===== config.mk =====
export PLATFORM = sky130hd
export DESIGN_NAME = bwbp_coef
export DESIGN_NICKNAME = d
export VERILOG_FILES = /design/src/design/bwbp_pkg.sv /design/src/design/bwbp_coef.sv
export SDC_FILE = /design/constraint.sdc
export NUM_CORES = 2
export LEC_CHECK = 0
export BUFFER_PORTS_ARGS = -buffer_cell sky130_fd_sc_hd__buf_2
export CORE_MARGIN = 1
export CORE_UTILIZATION = 25
export DETAILED_ROUTE_END_ITERATION = 12
export PLACE_DENSITY = 0.38
export SLEW_MARGIN = 5
export SYNTH_ARGS = -nofsm -noshare
export SYNTH_HDL_FRONTEND = slang
export SYNTH_SLANG_ARGS = --single-unit

===== constraint.sdc =====
create_clock -name i_clk -period 29.4 [get_ports i_clk]
set_clock_uncertainty 0.05 [all_clocks]
set_input_delay 2.94 -clock i_clk [delete_from_list [all_inputs] [get_ports i_clk]]
set_output_delay 2.94 -clock i_clk [all_outputs]
set_load 0.005 [all_outputs]

===== src/design/bwbp_pkg.sv =====
// bwbp_pkg: shared constants and the coefficient write bus type for the
// butterworth bandpass cascade; no dependencies
`default_nettype none

package bwbp_pkg;

    localparam int SECTIONS    = 2;
    localparam int SEC_W       = (SECTIONS > 1) ? $clog2(SECTIONS) : 1;
    localparam int SAMPLE_W    = 24;
    localparam int SAMPLE_FRAC = 12;
    localparam int W_W         = 48;
    localparam int COEF_W      = 32;
    localparam int N_COEF      = 5;
    localparam int COEF_IDX_W  = 3;
    localparam int A_W         = 32;
    localparam int B_W         = 31;
    localparam int CFG_IDX_W   = 2;
    localparam int CFG_DATA_W  = 32;

    localparam logic [CFG_IDX_W-1:0] REG_CENTER = 2'd0;
    localparam logic [CFG_IDX_W-1:0] REG_WIDTH  = 2'd1;

    localparam logic [A_W-1:0] CENTER_RST = 32'd0;
    localparam logic [B_W-1:0] WIDTH_RST  = 31'd26843546;

    localparam logic [COEF_IDX_W-1:0] C_GAIN = 3'd0;
    localparam logic [COEF_IDX_W-1:0] C_D1   = 3'd1;
    localparam logic [COEF_IDX_W-1:0] C_D2   = 3'd2;
    localparam logic [COEF_IDX_W-1:0] C_D3   = 3'd3;
    localparam logic [COEF_IDX_W-1:0] C_D4   = 3'd4;

    localparam longint unsigned PI_Q30 = 64'd3373259426;

    typedef struct packed {
        logic                     en;
        logic [SEC_W-1:0]         sec;
        logic [COEF_IDX_W-1:0]    idx;
        logic signed [COEF_W-1:0] val;
    } t_coef_wr;

endpackage

`default_nettype wire


===== src/design/bwbp_coef.sv =====
// bwbp_coef: band registers and the sequencer that derives every section's
// five coefficients with one shared multiplier and a radix-2 divider; uses bwbp_pkg
`default_nettype none

module bwbp_coef (
    input  logic                               i_clk,
    input  logic                               i_rst_n,
    input  logic                               i_cfg_we,
    input  logic [bwbp_pkg::CFG_IDX_W-1:0]     i_cfg_index,
    input  logic [bwbp_pkg::CFG_DATA_W-1:0]    i_cfg_data,
    output logic                               o_busy,
    output bwbp_pkg::t_coef_wr                 o_wr
);
    import bwbp_pkg::*;

    localparam logic [3:0] S_B2   = 4'd0;
    localparam logic [3:0] S_A2   = 4'd1;
    localparam logic [3:0] S_A2W  = 4'd2;
    localparam logic [3:0] S_BR   = 4'd3;
    localparam logic [3:0] S_S    = 4'd4;
    localparam logic [3:0] S_P1   = 4'd5;
    localparam logic [3:0] S_P3   = 4'd6;
    localparam logic [3:0] S_P3W  = 4'd7;
    localparam logic [3:0] S_NUM  = 4'd8;
    localparam logic [3:0] S_DIV  = 4'd9;
    localparam logic [3:0] S_IDLE = 4'd10;

    localparam int NW = 39;
    localparam int DW = 66;
    localparam logic [SEC_W-1:0] SEC_LAST = SEC_W'(SECTIONS - 1);
    localparam logic [32:0] ONE33 = 33'd268435456;

    logic [30:0] w_sine [SECTIONS];

    // r_i = sin(pi*(2i+1)/(4*SECTIONS)) in Q1.30, taylor series to x^15
    for (genvar g = 0; g < SECTIONS; g++) begin : g_sine
        localparam longint unsigned SX  = (PI_Q30 * 64'(2 * g + 1)) / 64'(4 * SECTIONS);
        localparam longint unsigned SX2 = (SX * SX) >> 30;
        localparam longint unsigned ST1 = ((SX * SX2) >> 30) / 64'd6;
        localparam longint unsigned ST2 = ((ST1 * SX2) >> 30) / 64'd20;
        localparam longint unsigned ST3 = ((ST2 * SX2) >> 30) / 64'd42;
        localparam longint unsigned ST4 = ((ST3 * SX2) >> 30) / 64'd72;
        localparam longint unsigned ST5 = ((ST4 * SX2) >> 30) / 64'd110;
        localparam longint unsigned ST6 = ((ST5 * SX2) >> 30) / 64'd156;
        localparam longint unsigned ST7 = ((ST6 * SX2) >> 30) / 64'd210;
        localparam longint SSUM = longint'(SX) - longint'(ST1) + longint'(ST2)
                                - longint'(ST3) + longint'(ST4) - longint'(ST5)
                                + longint'(ST6) - longint'(ST7);
        localparam longint SCLP = (SSUM < 0) ? 64'sd0
                                : (SSUM > (64'sd1 <<< 30)) ? (64'sd1 <<< 30) : SSUM;
        localparam logic [30:0] SINE_VAL = 31'(SCLP);
        assign w_sine[g] = SINE_VAL;
    end

    logic [3:0]             r_state;
    logic [3:0]             n_state;
    logic [A_W-1:0]         r_a;
    logic [B_W-1:0]         r_b;
    logic [63:0]            r_prod;
    logic [34:0]            r_b2;
    logic [30:0]            r_a2;
    logic [31:0]            r_br;
    logic [35:0]            r_s;
    logic signed [35:0]     r_p1;
    logic signed [35:0]     r_p3;
    logic                   r_p3_neg;
    logic [SEC_W-1:0]       r_sec;
    logic [COEF_IDX_W-1:0]  r_k;
    logic [DW-1:0]          r_rem;
    logic [DW-1:0]          r_dsr;
    logic [30:0]            r_q;
    logic [4:0]             r_cnt;
    logic                   r_neg;
    t_coef_wr               r_wr;

    logic [31:0]            w_amag;
    logic [32:0]            w_opl;
    logic [32:0]            w_omr;
    logic [32:0]            w_omr_n;
    logic [31:0]            w_omag;
    logic [31:0]            w_mx;
    logic [31:0]            w_my;
    logic signed [NW-1:0]   w_b2s;
    logic signed [NW-1:0]   w_a2s;
    logic signed [NW-1:0]   w_brs;
    logic signed [NW-1:0]   w_ones;
    logic signed [NW-1:0]   w_p1s;
    logic signed [NW-1:0]   w_p3s;
    logic signed [NW-1:0]   w_num;
    logic signed [NW-1:0]   w_num_n;
    logic                   w_neg;
    logic [NW-2:0]          w_mag;
    logic                   w_ovf;
    logic                   w_ge;
    logic [30:0]            w_qn;
    logic [31:0]            w_qpos;
    logic                   w_cfg_hit;
    logic                   w_fin;

    assign w_amag  = r_a[A_W-1] ? (~r_a + 32'd1) : r_a;
    assign w_opl   = ONE33 + {1'b0, r_br};
    assign w_omr   = ONE33 - {1'b0, r_br};
    assign w_omr_n = ~w_omr + 33'd1;
    assign w_omag  = w_omr[32] ? w_omr_n[31:0] : w_omr[31:0];

    always_comb begin
        unique case (r_state)
            S_B2: begin
                w_mx = {1'b0, r_b};
                w_my = {1'b0, r_b};
            end
            S_A2: begin
                w_mx = w_amag;
                w_my = w_amag;
            end
            S_BR: begin
                w_mx = {1'b0, r_b};
                w_my = {1'b0, w_sine[r_sec]};
            end
            S_P1: begin
                w_mx = w_amag;
                w_my = w_opl[31:0];
            end
            S_P3: begin
                w_mx = w_amag;
                w_my = w_omag;
            end
            default: begin
                w_mx = 32'd0;
                w_my = 32'd0;
            end
        endcase
    end

    assign w_b2s  = $signed({4'd0, r_b2});
    assign w_a2s  = $signed({8'd0, r_a2});
    assign w_brs  = $signed({7'd0, r_br});
    assign w_ones = 39'sd268435456;
    assign w_p1s  = {{3{r_p1[35]}}, r_p1};
    assign w_p3s  = {{3{r_p3[35]}}, r_p3};

    always_comb begin
        unique case (r_k)
            C_GAIN:  w_num = w_b2s;
            C_D1:    w_num = w_p1s <<< 2;
            C_D2:    w_num = (w_b2s - (w_a2s <<< 1) - w_ones) <<< 1;
            C_D3:    w_num = w_p3s <<< 2;
            C_D4:    w_num = (w_brs <<< 1) - w_b2s - w_ones;
            default: w_num = '0;
        endcase
    end

    assign w_num_n = -w_num;
    assign w_neg   = w_num[NW-1];
    assign w_mag   = w_neg ? w_num_n[NW-2:0] : w_num[NW-2:0];
    assign w_ovf   = {1'b0, w_mag} >= {r_s, 3'd0};
    assign w_ge    = r_rem >= r_dsr;
    assign w_qn    = {r_q[29:0], w_ge};
    assign w_qpos  = {1'b0, w_qn};
    assign w_fin   = (r_state == S_NUM && w_ovf) || (r_state == S_DIV && r_cnt == 5'd0);

    assign w_cfg_hit = i_cfg_we && (i_cfg_index == REG_CENTER || i_cfg_index == REG_WIDTH);

    always_comb begin
        n_state = r_state;
        unique case (r_state) inside
            S_B2:   n_state = S_A2;
            S_A2:   n_state = S_A2W;
            S_A2W:  n_state = S_BR;
            S_BR:   n_state = S_S;
            S_S:    n_state = S_P1;
            S_P1:   n_state = S_P3;
            S_P3:   n_state = S_P3W;
            S_P3W:  n_state = S_NUM;
            S_NUM, S_DIV: begin
                if (w_fin) begin
                    if (r_k != C_D4) begin
                        n_state = S_NUM;
                    end else if (r_sec == SEC_LAST) begin
                        n_state = S_IDLE;
                    end else begin
                        n_state = S_BR;
                    end
                end else begin
                    n_state = S_DIV;
                end
            end
            S_IDLE: n_state = S_IDLE;
            default: n_state = S_IDLE;
        endcase
        if (w_cfg_hit) begin
            n_state = S_B2;
        end
    end

    always_ff @(posedge i_clk) begin
        if (!i_rst_n) begin
            r_state  <= S_B2;
            r_a      <= CENTER_RST;
            r_b      <= WIDTH_RST;
            r_sec    <= '0;
            r_k      <= C_GAIN;
            r_wr.en  <= 1'b0;
        end else begin
            r_state <= n_state;
            r_wr.en <= w_fin;
            r_prod  <= w_mx * w_my;
            if (i_cfg_we && i_cfg_index == REG_CENTER) begin
                r_a <= i_cfg_data[A_W-1:0];
            end
            if (i_cfg_we && i_cfg_index == REG_WIDTH) begin
                r_b <= i_cfg_data[B_W-1:0];
            end
            case (r_state)
                S_A2: r_b2 <= r_prod[62:28];
                S_A2W: begin
                    r_a2  <= r_prod[62:32];
                    r_sec <= '0;
                end
                S_S:  r_br <= r_prod[61:30];
                S_P1: r_s <= {1'b0, r_b2} + {3'd0, r_br, 1'b0} + 36'd268435456;
                S_P3: begin
                    r_p1     <= r_a[A_W-1] ? -$signed({2'b0, r_prod[63:30]})
                                           : $signed({2'b0, r_prod[63:30]});
                    r_p3_neg <= r_a[A_W-1] != w_omr[32];
                end
                S_P3W: begin
                    r_p3 <= r_p3_neg ? -$signed({2'b0, r_prod[63:30]})
                                     : $signed({2'b0, r_prod[63:30]});
                    r_k  <= C_GAIN;
                end
                S_NUM: begin
                    r_neg <= w_neg;
                    r_rem <= {w_mag, 28'd0};
                    r_dsr <= {r_s, 30'd0};
                    r_q   <= '0;
                    r_cnt <= 5'd30;
                    if (w_ovf) begin
                        r_wr.sec <= r_sec;
                        r_wr.idx <= r_k;
                        r_wr.val <= w_neg ? 32'sh80000000 : 32'sh7fffffff;
                    end
                end
                S_DIV: begin
                    if (w_ge) begin
                        r_rem <= r_rem - r_dsr;
                    end
                    r_dsr <= r_dsr >> 1;
                    r_q   <= w_qn;
                    r_cnt <= r_cnt - 5'd1;
                    if (r_cnt == 5'd0) begin
                        r_wr.sec <= r_sec;
                        r_wr.idx <= r_k;
                        r_wr.val <= r_neg ? -$signed(w_qpos) : $signed(w_qpos);
                    end
                end
                default: ;
            endcase
            if (w_fin) begin
                if (r_k == C_D4) begin
                    r_k <= C_GAIN;
                    if (r_sec != SEC_LAST) begin
                        r_sec <= r_sec + 1'b1;
                    end
                end else begin
                    r_k <= r_k + 3'd1;
                end
            end
        end
    end

    assign o_busy = r_state != S_IDLE;
    assign o_wr   = r_wr;

endmodule

`default_nettype wire


Word-level counts from Yosys, hierarchy flattened
Index checks and enable logic that the tools add are counted.
{"block": "classes", "add_sub_neg": 17, "multipliers": 1, "order_cmp": 3, "eq_ne": 20, "mux": 32, "n_bitwise": 4, "n_reduce_logical": 27}
{"operator": "$pmux 66 s2", "n": 2}
{"operator": "$pmux 39 s5", "n": 1}
{"operator": "$pmux 32 s5", "n": 1}
{"operator": "$mux 32", "n": 4}
{"operator": "$sub 36x30->37 const B", "n": 2}
{"operator": "$mux 36", "n": 2}
{"operator": "$pmux 36 s2", "n": 1}
{"operator": "$mux 34", "n": 2}
{"operator": "$ge 66x66->1", "n": 1}
{"operator": "$mux 66", "n": 1}
{"operator": "$sub 66x66->66", "n": 1}
{"operator": "$add 32x1->32 const B", "n": 2}
{"operator": "$mul 32x32->64", "n": 1}
{"operator": "$not 32->32", "n": 2}
{"operator": "$pmux 32 s2", "n": 1}
{"operator": "$mux 31", "n": 2}
{"operator": "$pmux 30 s2", "n": 1}
{"operator": "$ge 38x39->1", "n": 1}
{"operator": "$mux 38", "n": 1}
{"operator": "$neg 38->38", "n": 1}
{"operator": "$add 35x33->36", "n": 1}
{"operator": "$add 36x29->36 const B", "n": 1}
{"operator": "$neg 34->36", "n": 1}
{"operator": "$pmux 4 s9", "n": 1}
{"operator": "other kinds (41)", "n": 70}
{"block": "word_totals", "regBits": 547, "inputBits": 37, "output_inout_bits": 38, "wordCells": 128}

Logic depth before layout (Yosys ltp)
{"block": "depth", "word_depth": 10, "depth_mapped": 46, "depth_no_buf": 44}

Worst setup path before layout
OpenSTA, ideal clock, no wires.
{"block": "synth_timing", "kind": "register to register", "start": "register r_br[0]", "end": "register r_prod[59], data pin", "setup_time_ns": 0.258, "arrival_time_ns": 10.802, "required_ns": 29.092, "slack_ns": 18.290, "stages_incl_launch_ff": 40, "path_buffers": 1, "path_cell_list": "edfxtp_1 > inv_1 > ha_1 > nor3b_4 > nand2_1 > or3_1 > xor2_1 > or4_4 > or3_4 > nor4_4 > nand2_1 > o21ai_1 > xor2_1 > a221oi_1 > clkbuf_1 > nor2_1 > fa_1 > fa_1 > (+4 left out) > fa_1 > inv_1 > fa_1 > inv_1 > ha_1 > nand4_1 > or4_1 > o221ai_1 > a21oi_1 > nand2b_1 > nand2_1 > a41oi_1 > a211oi_2 > o21ai_1 > a31oi_1 > a21o_1 > a21oi_1 > xnor2_1"}
{"block": "synth_between", "elab_chain_cells": 6, "word_cells_on_any_way": 7}
{"element": "from (decl)", "line_no": "bwbp_coef.sv:62", "rtl": "logic [31:0] r_br;"}
{"element": "from (signal assigned)", "line_no": "bwbp_coef.sv:220", "rtl": "S_S: r_br <= r_prod[61:30];"}
{"element": "$sub 29x32->33", "line_no": "bwbp_coef.sv:102", "rtl": "assign w_omr = ONE33 - {1'b0, r_br};"}
{"element": "$not 32->32", "line_no": "bwbp_coef.sv:103", "rtl": "assign w_omr_n = ~w_omr + 33'd1;"}
{"element": "$add 32x1->32", "line_no": "bwbp_coef.sv:103"}
{"element": "$mux 32", "line_no": "bwbp_coef.sv:104", "rtl": "assign w_omag = w_omr[32] ? w_omr_n[31:0] : w_omr[31:0];"}
{"element": "$pmux 32 s5 *", "line_no": "bwbp_coef.sv:107", "rtl": "unique case (r_state)"}
{"element": "$mul 32x32->64 *", "line_no": "bwbp_coef.sv:207", "rtl": "r_prod <= w_mx * w_my;"}
{"element": "to (signal assigned)", "line_no": "bwbp_coef.sv:207"}
{"element": "to (decl)", "line_no": "bwbp_coef.sv:59", "rtl": "logic [63:0] r_prod;"}
Every way passes the cells marked *; elsewhere a longest branch is shown, timed or not.
A chain may end at the register's enable or synchronous reset.

Worst setup path in the final report
{"block": "layout_timing", "start": "register r_br[0]", "end": "register r_prod[44], data pin"}
Same word-level chain as after synthesis.

==> out/summary.log <==
INFO  status         status=finished, final reports clean
INFO  drt            wirelength=251000um
INFO  logic_synthesis netlist.top_cell.by_area=sky130_fd_sc_hd__fa_1
INFO  global_routing global_route.overflow_total=0
INFO  setup_path     highest_cell_delay_on_the_worst_timing_path=0.91ns
INFO  setup_path     critPathArrivalTime=13.71ns
INFO  place          numPortBuffers=74
INFO  setup_path     timing.critical_path.to_type=flip-flop
INFO  drt            drt-initial-drc-count=3429
INFO  timing         max-slew-margin-rel=7.542%
INFO  die            ioPinCount=75
INFO  logic_synthesis ys_ff_latch=519
INFO  power_and_ir_drop ir_worst_vdd=258.0uV
INFO  power_and_ir_drop p_per_area=99.68nW/um2
INFO  finish         finalNetCount=8856
INFO  die            floorplan.initialDensity=25.16%
INFO  drt            avgRoutedWirePerCell=22.77um
INFO  clock_network  htree_num_levels=3
INFO  logic_synthesis synthMostInstantiatedCell=sky130_fd_sc_hd__inv_1
INFO  die            design.die.area=271900um2
INFO  logic_synthesis synth.top_cell.area_share=26.68%
INFO  timing         slew_viol_final=0
INFO  timing         whs=0.3778ns
INFO  global_routing grt_pass1_vias=55210
INFO  die            row_count=190
INFO  setup_path     slowest_stage=sky130_fd_sc_hd__a211oi_4
INFO  timing         timing_worst_slew_pin_value=1.374ns
INFO  global_routing grt_antenna_before_repair=7
INFO  clock_network  cts-buffers-inserted=70
INFO  global_routing grt_max_degree=78
INFO  setup_path     worst_path_required_time=29.67ns
INFO  setup_path     cp-start-kind=flip-flop
INFO  run            cap_viol_max_count=0
INFO  drt            dr.pass1.iters=6
INFO  global_routing grt_first_pass_wirelength=372700um
INFO  global_routing globalRouteTotalUtil=18.48%
INFO  setup_path     criticalPathCategory=reg -> reg
INFO  timing         final_period_minus_worst_setup_slack=13.43ns
INFO  logic_synthesis synthesis.area_per_instance=9.031um2
INFO  die            die_y=521.5um
INFO  place          dpl.hpwl=190700um
INFO  timing         setup_tns_after_final_layout=0ns
INFO  logic_synthesis synth_top_cells_by_count=sky130_fd_sc_hd__inv_1, sky130_fd_sc_hd__nand2_1, sky130_fd_sc_hd__fa_1
INFO  finish         finalCoreUtilization=27.88%
INFO  clock_network  tritoncts_num_sinks=519
INFO  logic_synthesis ys_dominant_reg_cell=sky130_fd_sc_hd__edfxtp_1
INFO  drt            count_of_nets_left_with_antenna_violations_after_detail_routing=0
INFO  place          globalplace.congestion=0.8613
INFO  logic_synthesis postSynthCellCount=7470
INFO  timing         rsz0062_at_grt=false
INFO  die            coreArea=268200um2
INFO  power_and_ir_drop leakage=0.03356uW
INFO  die            dieWidth=521.5um
INFO  drt            avgViaCountPerCell=4.781
INFO  clock_network  cts.repair.resized=0
INFO  timing         report.final.setup_viol=0
INFO  clock_network  clock_slew_at_the_register_clock_pins_of_the_worst_setup_and_hold_paths=0.06ns
INFO  worst_hold_path worstHoldPathType=reg -> reg
INFO  logic_synthesis asyncSetResetFlopFracSynth=0%
INFO  clock_network  cts_setup_buffers=0
INFO  clock_network  cts_max_path_buffers=3
INFO  drt            drc_errors=0
INFO  timing         maxClockFrequency=74.43MHz
INFO  logic_synthesis synthesis.yosys.warnings=0
INFO  timing         timing.final.crit_share=45.70%
INFO  logic_synthesis synth_sequential_area_ratio=22.03%
INFO  setup_path     path_common_cell=sky130_fd_sc_hd__fa_1
INFO  finish         fraction_of_layout_cells_with_a_size_suffix_above_1=6.417%
INFO  clock_network  cts.hold.buffers_added=0
INFO  logic_synthesis synth-edff-count=447
INFO  clock_network  clk-insertion-delay-late=0.67ns
INFO  clock_network  tritoncts=built
INFO  drt            num_vias=52690
INFO  finish         syn_to_final_growth=10.82%
INFO  logic_synthesis synth_area=67460um2
INFO  logic_synthesis netlist_top_cells_area=sky130_fd_sc_hd__fa_1, sky130_fd_sc_hd__edfxtp_1, sky130_fd_sc_hd__ha_1
INFO  clock_network  clockRootBuffer=sky130_fd_sc_hd__clkbuf_16
INFO  logic_synthesis syn_nets=8911
INFO  setup_path     critical_path_peak_fanout=17
INFO  logic_synthesis yosys.cell_types.count=110
INFO  timing         final_hold_fails=0
[path summary, 6_finish.rpt]
path              cells after the start          to        from  slack [ns]
hold / removal                        0     r_b2[0]  r_prod[28]        0.38
setup / recovery                     39  r_prod[44]     r_br[0]       15.97
setup reg to reg                     39  r_prod[44]     r_br[0]       15.97
hold reg to reg                       0     r_b2[0]  r_prod[28]        0.38
[critical path, delay by kind of cell (launching register included)]
kind / cells / cell delay, ns
adder cells (fa/ha/maj): 10 / 4.68
AND/OR/NAND/NOR: 13 / 3.60
AO/OA/AOI/OAI: 7 / 2.85
XOR/XNOR: 2 / 0.77
buffers and inverters: 7 / 0.55
flip-flops: 1 / 0.54
[cell type report]
class / instances / area, um2
clock inverters: 29 / 259.0
repair buffers: 220 / 1469
clock buffers: 93 / 1899
fillers: 28780 / 193400
inverters: 1247 / 4681
flip-flops and latches: 519 / 14870
multi-input cells: 5357 / 47130
diodes: 3 / 7.507
well taps: 3552 / 4444
[where the power goes]
part | internal (uW) | switching (uW)
Clock | 475 | 353
Sequential | 1000 | 70.5
Combinational | 1950 | 3600
Total | 3430 | 4020
[sequential cells by signal, summed over array words and instances (netlist names), 5 cells and up]
name / count
r_br: 32
r_rem: 66
r_b2: 35
r_dsr: 66
r_a: 32
r_p1: 36
r_prod: 36
r_q: 30
r_b: 31
r_p3: 36
o_wr: 37
r_s: 36
r_a2: 31
r_cnt: 5
[through the flow]
stage	std cells	cell area (um2)	power, uW	setup slack [ns]
final	11020	74760	7452	15.97
after global placement	10900	72590	6600	16.10
after CTS	11020	74750	7437	15.96
after floorplan	7470	67460	4394	18.29
after detailed placement	10900	72590	6536	16.04
after global routing	11020	74750	8090	15.13
[cell families after synthesis]
kind of cell             Yosys count  synth area share [%]
AO/OA/AOI/OAI                   1216                 12.24
adder cells (fa/ha/maj)         1404                 36.05
multiplexers                      21                0.3227
buffers and inverters           1594                 8.931
flip-flops                       519                 22.03
AND/OR/NAND/NOR                 2342                 15.54
XOR/XNOR                         374                 4.887
[per-layer routing]
layer / share of wire [%] / vias to the layer above / GRT usage, %
met2: 47 / 1231 / 31.11
met4: 3.2 / 0 / 5.899
met1: 45 / 26970 / 24.85
li1: - / 24230 / -
met5: 0 / - / 0
met3: 4.2 / 263 / 1.775
[layout by cell type (no fill, tap or decap), types with 22 or more instances in the layout]
cell type	count
sky130_fd_sc_hd__ha_1	505
sky130_fd_sc_hd__or3_1	48
sky130_fd_sc_hd__nand3_1	94
sky130_fd_sc_hd__and2_1	69
sky130_fd_sc_hd__xor2_1	135
sky130_fd_sc_hd__a211oi_1	29
sky130_fd_sc_hd__a21boi_0	53
sky130_fd_sc_hd__xnor2_1	237
sky130_fd_sc_hd__nor2b_1	45
sky130_fd_sc_hd__nor3_1	72
sky130_fd_sc_hd__a21oi_1	270
sky130_fd_sc_hd__nor2_1	539
sky130_fd_sc_hd__buf_4	147
sky130_fd_sc_hd__a22oi_1	34
sky130_fd_sc_hd__o21ai_1	24
sky130_fd_sc_hd__dfxtp_1	70
sky130_fd_sc_hd__nor4_1	28
sky130_fd_sc_hd__nand2_1	1150
sky130_fd_sc_hd__inv_1	1244
sky130_fd_sc_hd__fa_1	899
sky130_fd_sc_hd__o21a_1	57
sky130_fd_sc_hd__a21o_1	151
sky130_fd_sc_hd__nand2b_1	53
sky130_fd_sc_hd__and3_1	57
sky130_fd_sc_hd__nand4_1	36
sky130_fd_sc_hd__o211ai_1	22
sky130_fd_sc_hd__or4_1	25
sky130_fd_sc_hd__buf_2	73
sky130_fd_sc_hd__a222oi_1	26
sky130_fd_sc_hd__edfxtp_1	447
sky130_fd_sc_hd__a31oi_1	25
sky130_fd_sc_hd__o21ai_0	211
sky130_fd_sc_hd__clkbuf_16	71
sky130_fd_sc_hd__o31ai_1	45
Power figures use the tool's default switching activity.
